## src/sv/cpes_pkg.sv

```systemverilog
package cpes_pkg;

   localparam int FracBits = 16;
   localparam int CordicSteps = 16;

   localparam logic [31:0] CGrav   = 32'd164416717;
   localparam logic [31:0] CPml    = 32'd838861;
   localparam logic [31:0] CInvTm  = 32'd15252015;
   localparam logic [31:0] CPmlTm  = 32'd762601;
   localparam logic [31:0] CHalf43 = 32'd11184811;
   localparam logic [31:0] CTau    = 32'd335544;
   localparam logic [31:0] CNpos   = 32'd167772;
   localparam logic [31:0] CNang   = 32'd16777;
   localparam logic [31:0] CXlim   = 32'd40265318;
   localparam logic [31:0] CAlim   = 32'd3513793;
   localparam logic [31:0] CTurn   = 32'd683565276;
   localparam logic [31:0] CPiQ30  = 32'd3373259426;
   localparam logic [31:0] CGain   = 32'd652032874;

   localparam logic [1:0] REG_START_POS  = 2'd0;
   localparam logic [1:0] REG_START_VEL  = 2'd1;
   localparam logic [1:0] REG_START_ANG  = 2'd2;
   localparam logic [1:0] REG_START_RATE = 2'd3;

   localparam logic OP_STEP   = 1'b0;
   localparam logic OP_RELOAD = 1'b1;

   typedef struct packed {
      logic               opcode;
      logic               push_right;
      logic signed [15:0] noise_position;
      logic signed [15:0] noise_angle;
   } req_type;

   typedef struct packed {
      logic signed [31:0] position;
      logic signed [31:0] velocity;
      logic signed [31:0] angle;
      logic signed [31:0] angular_rate;
      logic               failed;
   } rsp_type;

   // multiplier command: product of a and b, shifted right by sh (floor)
   typedef struct packed {
      logic signed [32:0] a;
      logic signed [32:0] b;
      logic [5:0]         sh;
   } mul_cmd_type;

   function automatic logic [31:0] atan_q30(input logic [4:0] i);
      case (i)
         5'd0: atan_q30 = 32'd843314856;
         5'd1: atan_q30 = 32'd497837829;
         5'd2: atan_q30 = 32'd263043836;
         5'd3: atan_q30 = 32'd133525158;
         5'd4: atan_q30 = 32'd67021686;
         5'd5: atan_q30 = 32'd33543515;
         5'd6: atan_q30 = 32'd16775850;
         5'd7: atan_q30 = 32'd8388437;
         5'd8: atan_q30 = 32'd4194282;
         5'd9: atan_q30 = 32'd2097149;
         5'd10: atan_q30 = 32'd1048575;
         5'd11: atan_q30 = 32'd524287;
         5'd12: atan_q30 = 32'd262143;
         5'd13: atan_q30 = 32'd131071;
         5'd14: atan_q30 = 32'd65535;
         5'd15: atan_q30 = 32'd32767;
         5'd16: atan_q30 = 32'd16383;
         5'd17: atan_q30 = 32'd8191;
         5'd18: atan_q30 = 32'd4095;
         5'd19: atan_q30 = 32'd2047;
         5'd20: atan_q30 = 32'd1023;
         5'd21: atan_q30 = 32'd511;
         5'd22: atan_q30 = 32'd255;
         5'd23: atan_q30 = 32'd127;
         default: atan_q30 = 32'd0;
      endcase
   endfunction

   function automatic logic signed [31:0] sat32(input logic signed [65:0] v);
      if (v > 66'sd2147483647) sat32 = 32'h7FFF_FFFF;
      else if (v < -66'sd2147483648) sat32 = 32'h8000_0000;
      else sat32 = v[31:0];
   endfunction

endpackage

```

## src/sv/cpes_mul.sv

```systemverilog
// Shared multiplier: 33x33 signed product, registered, then shift and saturate.
module cpes_mul (
   input  logic                  clock,
   input  cpes_pkg::mul_cmd_type cmd,
   output logic signed [65:0]    prod_sh,
   output logic signed [31:0]    prod_sat
);
   logic signed [65:0] prod_ff, prod_in;
   logic [5:0]         sh_ff, sh_in;

   assign prod_in = 66'(cmd.a) * 66'(cmd.b);
   assign sh_in   = cmd.sh;

   always_ff @(posedge clock) begin
      prod_ff <= prod_in;
      sh_ff   <= sh_in;
   end

   assign prod_sh  = prod_ff >>> sh_ff;
   assign prod_sat = cpes_pkg::sat32(prod_sh);
endmodule

```

## config.mk

```make
export PLATFORM = sky130hd
export DESIGN_NAME = cpes_mul
export DESIGN_NICKNAME = d
export VERILOG_FILES = /design/src/sv/cpes_pkg.sv /design/src/sv/cpes_mul.sv
export SDC_FILE = /design/constraint.sdc
export NUM_CORES = 2
export LEC_CHECK = 0
export BUFFER_PORTS_ARGS = -buffer_cell sky130_fd_sc_hd__buf_2
export CELL_PAD_IN_SITES_DETAIL_PLACEMENT = 1
export CELL_PAD_IN_SITES_GLOBAL_PLACEMENT = 1
export CORE_MARGIN = 8
export CORE_UTILIZATION = 47
export CTS_BUF_LIST = sky130_fd_sc_hd__clkbuf_16
export DETAILED_ROUTE_END_ITERATION = 8
export HOLD_SLACK_MARGIN = 0.08
export MAX_ROUTING_LAYER = met4
export PLACE_DENSITY_LB_ADDON = 0.3
export SETUP_SLACK_MARGIN = 0.02
export SLEW_MARGIN = 10
export SYNTH_ARGS = -nofsm -noshare
export SYNTH_HDL_FRONTEND = slang
export SYNTH_SLANG_ARGS = --single-unit
export TNS_END_PERCENT = 1
```

## constraint.sdc

```tcl
create_clock -name clock -period 11.1 [get_ports clock]
set_input_delay 0.555 -clock clock [delete_from_list [all_inputs] [get_ports clock]]
set_output_delay 0.555 -clock clock [all_outputs]
set_load 0.01 [all_outputs]
```

==> flow_metrics.tcl <==
set metrics [dict create \
    outcome "finished, final reports clean" \
    ys.flop_type "dfxtp_1" \
    hold_violations 0 \
    synth_seq_cells 72 \
    io_pins 171 \
    area_delta_synth_final_pct 3.858 \
    clock-sinks 72 \
    crit_fanout 33 \
    overflow 0 \
    syn_area_mm2 0.04496 \
    drv_cap 0 \
    clk_path_buf_depth 2 \
    antenna_found_initial 4 \
    grt_max_degree 77 \
    synth_cells 4982 \
    dr.pass1.iters 5 \
    yosysTopAreaCell "fa_1" \
    track_usage_pct 27.40 \
    nets 6324 \
    cts_htree_levels 3 \
    setup_tns_ps 0 \
    ant_nets 0 \
    cts-resized-gates 0 \
    slew_violations 0 \
    clock_tree.root_cell "clkbuf_16" \
    critPathRequiredTime_ps 11320 \
    post-dp-hpwl_um 111600 \
    yosysWarnings 0 \
    startpoint "cmd[71]" \
    min_path_type "in -> reg" \
    grt_pass1_vias 39921 \
    post-place-ws_ps 1821 \
    core-area_mm2 0.09487 \
    async_flop_share_pct 0 \
    utilization_pct 49.21 \
    cts_setup_buffers 0 \
    port_buffers 170 \
    drc_errors 0 \
    syn_area_per_cell_um2 9.024 \
    dieHeight_um 325.3 \
    tightestPinTransition_ps 1045 \
    fin_crit_ps 8926 \
    wire_per_inst_um 22.34 \
    cp-start-kind "input port" \
    fp.dieW_um 325.3 \
    synth_area_leaders "fa_1, inv_1, and2_1" \
    fmax_mhz 112.0 \
    end_kind "register" \
    via_count 33871 \
    hold_slack_ps 296.7 \
    rsz0062_at_grt "no" \
    path_clk_slew_ps 60 \
    dieArea_mm2 0.1058 \
    num_rows 113 \
    synth_edf_count 0 \
    viasPerCell 5.496 \
    cts_tree "built" \
    synth.distinct_cells 65 \
    start_util_pct 47.39 \
    timing.final.crit_share_pct 80.42 \
    numCtsBuffers 9 \
    cts_hold_buffers 0 \
    hold_start "cmd[5]" \
    setup_viol 0 \
    yosysTopAreaCellShare_pct 50.99 \
    drive_above_1_share_pct 6.007 \
    crit_type "in -> reg" \
    fin_ws_ps 2174 \
    first_iter_violations 1956 \
    gp_congestion 0.9053 \
    critPathArrivalTime_ps 9150 \
    syn-num-nets 6417 \
    routed_wl_um 137700 \
    maxSlewHeadroom_pct 30.34 \
    synth-seq-area-share_pct 3.206 \
    nFillCells 11085 \
    grt_pass1_wl_um 224300 \
]
## kinds of logic (layout without fill, tap and decap cells)
| family | Yosys count | after routing | share of synthesized area [%] |
|---|---|---|---|
| AOI/OAI and AO/OA | 405 | 405 | 5.633 |
| xor gates and xnor gates | 73 | 73 | 1.422 |
| adders and majority gates | 1362 | 1362 | 57.03 |
| buffers and inverters | 1411 | 1323 | 11.98 |
| DFF | 72 | 72 | 3.206 |
| muxes | 138 | 138 | 4.503 |
| other | 0 | 4 | 0 |
| and+or+nand+nor | 1521 | 1521 | 16.23 |
## flip-flops by register name (all words and copies together), names as in the netlist
name,cells
prod_ff,66
sh_ff,6
## per-layer routing
| metal | routed length (µm) | GRT usage (%) | part of all wire (%) | vias up |
|---|---|---|---|---|
| met2 | 70750 | 47.81 | 51 | 956 |
| met3 | 6574 | 2.989 | 4.8 | 240 |
| met4 | 3693 | 7.165 | 2.7 | 0 |
| met5 | 0 | - | 0 | - |
| met1 | 56640 | 33.97 | 41 | 18174 |
| li1 | - | - | - | 14501 |
## cell usage after synthesis (15+ instances only)
master	n
mux4_2	49
mux2_2	20
a31oi_1	17
nor2_1	150
nand2_1	725
mux2i_1	68
fa_1	1145
xor2_1	22
o21ai_0	98
a21o_1	33
clkbuf_1	257
o21a_1	19
nand4_1	15
and2_1	545
xnor2_1	51
ha_1	217
a21oi_1	135
o211ai_1	15
inv_1	1119
nand3_1	21
nand2b_1	17
dfxtp_1	72
## placed cells by master, fill, tap and decap left out, types with 51 or more instances in the layout
master | netlist | layout
a21oi_1 | 135 | 135
and2_1 | 545 | 545
buf_2 | 7 | 170
dfxtp_1 | 72 | 66
fa_1 | 1145 | 1145
ha_1 | 217 | 217
inv_1 | 1119 | 1119
mux2i_1 | 68 | 68
nand2_1 | 725 | 725
nor2_1 | 150 | 150
o21ai_0 | 98 | 98
xnor2_1 | 51 | 51
## final cells by class
cell class / instances / area [µm²] / area share (%)
multi-input combinational: 3499 / 38130 / 81.67
sequential: 72 / 1454 / 3.114
antenna: 4 / 10.01 / 0.02144
clock inverter: 7 / 108.9 / 0.2331
clock buffer: 9 / 225.2 / 0.4824
timing repair buffer: 186 / 970.9 / 2.080
tap: 1265 / 1583 / 3.390
inverter: 1121 / 4208 / 9.012
## worst max-delay path, cell delays in order
cell	delay [ps]
buf_2	360
nand2_1	240
inv_1	110
fa_1	540
inv_1	120
fa_1	510
inv_1	80
fa_1	980
fa_1	560
fa_1	500
fa_1	490
fa_1	540
inv_1	60
fa_1	480
inv_1	40
ha_1	370
nand4_1	160
nor4_1	410
a31oi_1	180
o21ai_0	550
a31oi_1	290
o41ai_1	580
o221ai_1	240
xnor2_1	170
## worst paths after layout
check	to	slack, ps	depth (start not counted)
setup / recovery	prod_ff[65]	2170	24
hold / removal	sh_ff[5]	300	1
## metrics by stage
stage	cell area, µm²	std cells
floorplan	44960	4982
global placement	46350	6143
detailed placement	46350	6143
CTS	46680	6159
global route	46690	6163
finish	46690	6163
Power is left out: the tool's default activity adds up to more than one toggle a clock period on the data nets, which glitch-free logic cannot reach.
