**src/sv/cpes_pkg.sv**
```systemverilog
package cpes_pkg;

   localparam int FracBits = 16;
   localparam int CordicSteps = 16;

   localparam logic [31:0] CGrav   = 32'd164416717;
   localparam logic [31:0] CPml    = 32'd838861;
   localparam logic [31:0] CInvTm  = 32'd15252015;
   localparam logic [31:0] CPmlTm  = 32'd762601;
   localparam logic [31:0] CHalf43 = 32'd11184811;
   localparam logic [31:0] CTau    = 32'd335544;
   localparam logic [31:0] CNpos   = 32'd167772;
   localparam logic [31:0] CNang   = 32'd16777;
   localparam logic [31:0] CXlim   = 32'd40265318;
   localparam logic [31:0] CAlim   = 32'd3513793;
   localparam logic [31:0] CTurn   = 32'd683565276;
   localparam logic [31:0] CPiQ30  = 32'd3373259426;
   localparam logic [31:0] CGain   = 32'd652032874;

   localparam logic [1:0] REG_START_POS  = 2'd0;
   localparam logic [1:0] REG_START_VEL  = 2'd1;
   localparam logic [1:0] REG_START_ANG  = 2'd2;
   localparam logic [1:0] REG_START_RATE = 2'd3;

   localparam logic OP_STEP   = 1'b0;
   localparam logic OP_RELOAD = 1'b1;

   typedef struct packed {
      logic               opcode;
      logic               push_right;
      logic signed [15:0] noise_position;
      logic signed [15:0] noise_angle;
   } req_type;

   typedef struct packed {
      logic signed [31:0] position;
      logic signed [31:0] velocity;
      logic signed [31:0] angle;
      logic signed [31:0] angular_rate;
      logic               failed;
   } rsp_type;

   // multiplier command: product of a and b, shifted right by sh (floor)
   typedef struct packed {
      logic signed [32:0] a;
      logic signed [32:0] b;
      logic [5:0]         sh;
   } mul_cmd_type;

   function automatic logic [31:0] atan_q30(input logic [4:0] i);
      case (i)
         5'd0: atan_q30 = 32'd843314856;
         5'd1: atan_q30 = 32'd497837829;
         5'd2: atan_q30 = 32'd263043836;
         5'd3: atan_q30 = 32'd133525158;
         5'd4: atan_q30 = 32'd67021686;
         5'd5: atan_q30 = 32'd33543515;
         5'd6: atan_q30 = 32'd16775850;
         5'd7: atan_q30 = 32'd8388437;
         5'd8: atan_q30 = 32'd4194282;
         5'd9: atan_q30 = 32'd2097149;
         5'd10: atan_q30 = 32'd1048575;
         5'd11: atan_q30 = 32'd524287;
         5'd12: atan_q30 = 32'd262143;
         5'd13: atan_q30 = 32'd131071;
         5'd14: atan_q30 = 32'd65535;
         5'd15: atan_q30 = 32'd32767;
         5'd16: atan_q30 = 32'd16383;
         5'd17: atan_q30 = 32'd8191;
         5'd18: atan_q30 = 32'd4095;
         5'd19: atan_q30 = 32'd2047;
         5'd20: atan_q30 = 32'd1023;
         5'd21: atan_q30 = 32'd511;
         5'd22: atan_q30 = 32'd255;
         5'd23: atan_q30 = 32'd127;
         default: atan_q30 = 32'd0;
      endcase
   endfunction

   function automatic logic signed [31:0] sat32(input logic signed [65:0] v);
      if (v > 66'sd2147483647) sat32 = 32'h7FFF_FFFF;
      else if (v < -66'sd2147483648) sat32 = 32'h8000_0000;
      else sat32 = v[31:0];
   endfunction

endpackage

```
**src/sv/cpes_div.sv**
```systemverilog
// Restoring divider, one quotient bit per cycle; truncates toward zero, saturates.
module cpes_div (
   input  logic               clock,
   input  logic               reset,
   input  logic               start,
   input  logic signed [31:0] num,
   input  logic signed [31:0] den,
   output logic               done,
   output logic signed [31:0] quo
);
   // |num|*2^24 < 2^56 ; quotient up to 56 bits
   logic [55:0] dvd_ff, dvd_in;
   logic [55:0] q_ff, q_in;
   logic [31:0] rem_ff, rem_in;
   logic [31:0] den_ff, den_in;
   logic        neg_ff, neg_in;
   logic [5:0]  cnt_ff, cnt_in;
   logic        busy_ff, busy_in;
   logic        done_ff, done_in;
   logic [32:0] trial;
   logic [31:0] nabs;
   logic signed [57:0] qs;

   assign nabs = num[31] ? 32'(-num) : 32'(num);
   assign trial = {rem_ff, dvd_ff[55]} - {1'b0, den_ff};

   always_comb begin
      dvd_in = dvd_ff; q_in = q_ff; rem_in = rem_ff; den_in = den_ff;
      neg_in = neg_ff; cnt_in = cnt_ff; busy_in = busy_ff; done_in = 1'b0;
      if (start) begin
         dvd_in = {nabs, 24'd0};
         q_in = '0; rem_in = '0; den_in = den; neg_in = num[31];
         cnt_in = 6'd56; busy_in = 1'b1;
      end else if (busy_ff) begin
         dvd_in = {dvd_ff[54:0], 1'b0};
         if (!trial[32]) begin
            rem_in = trial[31:0];
            q_in = {q_ff[54:0], 1'b1};
         end else begin
            rem_in = {rem_ff[30:0], dvd_ff[55]};
            q_in = {q_ff[54:0], 1'b0};
         end
         cnt_in = cnt_ff - 6'd1;
         if (cnt_ff == 6'd1) begin
            busy_in = 1'b0; done_in = 1'b1;
         end
      end
   end

   always_ff @(posedge clock) begin
      if (reset) begin
         busy_ff <= 1'b0; done_ff <= 1'b0; cnt_ff <= '0;
      end else begin
         busy_ff <= busy_in; done_ff <= done_in; cnt_ff <= cnt_in;
      end
      dvd_ff <= dvd_in; q_ff <= q_in; rem_ff <= rem_in;
      den_ff <= den_in; neg_ff <= neg_in;
   end

   assign qs   = neg_ff ? -$signed({2'b00, q_ff}) : $signed({2'b00, q_ff});
   assign quo  = cpes_pkg::sat32(66'(qs));
   assign done = done_ff;
endmodule

```
**config.mk**
```make
export PLATFORM = sky130hd
export DESIGN_NAME = cpes_div
export DESIGN_NICKNAME = d
export VERILOG_FILES = /design/src/sv/cpes_pkg.sv /design/src/sv/cpes_div.sv
export SDC_FILE = /design/constraint.sdc
export NUM_CORES = 1
export LEC_CHECK = 0
export ABC_AREA = 1
export BUFFER_PORTS_ARGS = -buffer_cell sky130_fd_sc_hd__buf_2
export CORE_UTILIZATION = 45
export CTS_CLUSTER_SIZE = 20
export DETAILED_ROUTE_END_ITERATION = 16
export SYNTH_ARGS = -nofsm -noshare
export SYNTH_HDL_FRONTEND = slang
export SYNTH_SLANG_ARGS = --single-unit
```
**constraint.sdc**
```tcl
create_clock -name clock -period 3.4 [get_ports clock]
set_clock_uncertainty 0.2 [all_clocks]
set_input_delay 0.17 -clock clock [delete_from_list [all_inputs] [get_ports clock]]
set_output_delay 0.17 -clock clock [all_outputs]
set_load 0.01 [all_outputs]
```
==> run_results.csv <==
group,metric,value,unit
timing,period_share,97.0,%
final_layout,layout_commonest_cell,"nand2_1",
clock_tree,numCtsBuffers,17,
route,viasPerCell,5.05,
route,drt_pass1_iterations,5,
clock_tree,worstSkewPairLatency,0.44,ns
final_layout,drive_gt1_share,15.4,%
power,p_comb_share,12.1,%
route,wl_per_cell,14.2,µm
timing,worst_hold_slack,0.0173,ns
timing,max_clock_freq,303,MHz
floorplan,core_area,23600,µm²
floorplan,die_h,158,µm
placement,finalWeightedCongestion,0.966,
setup_path,crit_type,"flop to primary output",
grt,antenna_found_initial,0,
setup_path,critPathCaptureType,"primary output",
setup_path,crit_path_start_kind,"flop",
power,swShare,26.5,%
power,power.leakage,6.70,nW
yosys,yosys_warnings,0,
final_layout,final_core_util,56.7,%
placement,postPlaceCellArea,11800,µm²
grt,grt_max_degree,59,
outcome,status,"finished clean",
clock_tree,root_buffer,"clkbuf_16",
power,power_density,358,nW/µm²
clock_tree,clkSlewWorstSetupHoldPaths,0.07,ns
timing,rsz0062_at_grt,"yes",
final_layout,final_cell_mix,"nand2_1, inv_1, nor2_1",
power,pwr-share-seq,44.5,%
power,irDropWorstVdd,0.212,mV
timing,post-route-min-period,3.30,ns
placement,dp_hpwl,22.0,mm
setup_path,crit_required,3.03,ns
timing,fin_tns_setup,0,ns
yosys,synth_cell_types,44,
final_layout,nFillCells,2337,
clock_tree,cts_max_path_buffers,2,
final_layout,antennaDiodeCount,0,
clock_tree,cts_tree,"yes",
yosys,syn_avg_cell_area,6.76,µm²
yosys,netlist_area,10900,µm²
run,max_cap_viol_count,0,
final_layout,area_growth,22.7,%
yosys,synth_seq_cells,161,
timing,worst_pin_slew,0.980,ns
timing,setup_viol,0,
route,ant_nets,0,
power,power,4.80,mW
floorplan,start_util,46.2,%
final_layout,multi_input_area,6360,µm²
grt,grt_first_pass_wirelength,48.7,mm
power,internal_power,3.53,mW
route,wl,30.1,mm
hold_path,hold_class,"input pin to flop",
timing,relSlewSlack,34.7,%
yosys,syn_inst,1614,
grt,grt.overflow.total,0,
final_layout,regArea,3880,µm²
clock_tree,cts_sinks,161,
final_layout,final_nets,1887,
timing,hold_viol,0,
power,clkPwrFrac,43.4,%
floorplan,dieWidth,158,µm
placement,port_buffers,99,
clock_tree,cts_htree_levels,4,
setup_path,arrival,2.93,ns
yosys,syn-num-nets,1718,
yosys,seq_area_frac_synth,35.5,%
grt,grt_pass1_vias,10106,
floorplan,dieArea,24900,µm²
final_layout,postLayoutCellArea,13400,µm²
route,via_count,10684,
grt,grt_usage,24.7,%
route,dr.first_iter.drc_count,576,
timing,drv_slew,0,
floorplan,io_pins,100,
floorplan,rows,56,
power,p_sw,1.27,mW
route,post-route-drc-count,0,
setup_path,cp_max_fo,8,
[what timing repair did]
action | in CTS | in global routing
setup endpoints to repair | 1 | 56
cloned | 0 | 2
endpoints found under the hold margin | 71 | 0
hold buffers | 64 | 0
gates resized for setup | 1 | 70
pin swaps | 0 | 24
setup buffers | 0 | 12
[power by group through the flow]
| stage | Clock (mW) | Sequential [mW] | Combinational (mW) |
|---|---|---|---|
| floorplan | 0 | 2.17 | 0.344 |
| global placement | 0 | 2.18 | 0.516 |
| detailed placement | 0 | 2.18 | 0.521 |
| CTS | 2.12 | 2.14 | 0.580 |
| global route | 2.20 | 2.14 | 0.648 |
| finish | 2.08 | 2.14 | 0.579 |
[flip-flops by register name (all words and copies together), names as in the netlist]
name	flops
neg_ff	1
rem_ff	32
done	1
dvd_ff	32
busy_ff	1
q_ff	56
cnt_ff	6
den_ff	32
[final cells by class]
type,count,area share (%)
inverter,186,5.21
tap,319,2.98
timing repair buffer,196,10.7
sequential,161,29.0
clock buffer,17,3.18
multi-input combinational,1221,47.5
clock inverter,15,1.44
[path summary, 6_finish.rpt]
| path | slack, ns | to | cells after the start | start |
|---|---|---|---|---|
| worst max-delay path | 0.10 | quo[0] | 20 | q_ff[0]$_SDFFE_PP0P_ |
| worst min-delay path | 0.02 | dvd_ff[39]$_DFFE_PP_ | 3 | num[15] |
| worst max register to register | 0.26 | rem_ff[30]$_SDFFE_PP0P_ | 16 | dvd_ff[55]$_DFFE_PP_ |
| worst min register to register | 0.27 | rem_ff[17]$_SDFFE_PP0P_ | 2 | rem_ff[17]$_SDFFE_PP0P_ |
[synthesized netlist by cell type]
| cell type | number | area [µm²] |
|---|---|---|
| o21ai_0 | 66 | 330 |
| buf_6 | 6 | 67.6 |
| o41ai_1 | 1 | 8.76 |
| a32o_1 | 1 | 10.0 |
| or2_2 | 4 | 25.0 |
| nand2_4 | 3 | 33.8 |
| fa_1 | 1 | 20.0 |
| nor4_1 | 6 | 37.5 |
| nand2_1 | 537 | 2020 |
| o21bai_1 | 6 | 45.0 |
| inv_1 | 173 | 649 |
| ha_1 | 36 | 450 |
| nand4_1 | 19 | 119 |
| nor2_4 | 5 | 56.3 |
| o31ai_1 | 1 | 7.51 |
| clkinv_1 | 2 | 7.51 |
| and2_1 | 1 | 6.26 |
| buf_1 | 6 | 22.5 |
| o22ai_1 | 55 | 344 |
| a21oi_1 | 62 | 310 |
| inv_2 | 11 | 41.3 |
| edfxtp_1 | 65 | 1950 |
| nor2_1 | 182 | 683 |
| nand3_1 | 75 | 375 |
| a31oi_1 | 9 | 56.3 |
| nor2_8 | 1 | 20.0 |
| nor2_2 | 16 | 100 |
| o21ai_2 | 2 | 17.5 |
| nor3_1 | 12 | 60.1 |
| o21a_1 | 4 | 30.0 |
| o211ai_1 | 3 | 22.5 |
| clkbuf_1 | 26 | 97.6 |
| dfxtp_1 | 96 | 1920 |
| o221ai_1 | 2 | 17.5 |
| a21o_1 | 1 | 7.51 |
| or3_1 | 1 | 6.26 |
| nand3_2 | 4 | 40.0 |
| xor2_1 | 56 | 490 |
| nand3b_1 | 3 | 22.5 |
| o21ai_1 | 6 | 30.0 |
| nand2_2 | 10 | 62.6 |
| a21boi_0 | 3 | 22.5 |
| buf_2 | 10 | 50.1 |
| xnor2_1 | 25 | 219 |
[layer usage]
metal | routed length [µm] | track usage, % | up-vias
met2 | 15000 | 43.9 | 188
met5 | 0 | 0 | -
li1 | - | - | 5548
met1 | 13600 | 30.9 | 4910
met3 | 996 | 4.00 | 38
met4 | 548 | 6.38 | 0
[worst max-delay path, stage by stage, from the launching register on]
cell	delay, ns
dfxtp_2	0.32
inv_2	0.08
buf_6	0.12
nand3_4	0.07
nor2_4	0.21
nand2_2	0.11
nor2_4	0.21
buf_6	0.14
nand3b_1	0.14
nand2_1	0.10
nand2_1	0.05
nand2_1	0.07
nand2_1	0.06
inv_2	0.05
nand2_2	0.05
nor2_4	0.10
nand3_4	0.18
nand2_8	0.19
nand2_2	0.07
nand2_1	0.06
buf_2	0.12
[cells by family after synthesis]
logic type	after synthesis	share of synthesized area, %
compound gates	222	11.5
flops	161	35.5
simple gates	879	33.6
xor+xnor	81	6.50
buf+inv	234	8.58
fa+ha+maj	37	4.31
[metrics by stage]
stage | std cells | setup WS (ns)
after floorplan | 1614 | 0.793
after global placement | 2005 | 0.195
final | 2115 | 0.101
after global routing | 2115 | -0.0476
after detailed placement | 2005 | 0.139
after CTS | 2101 | 0.0400
Power figures use the tool's default switching activity.
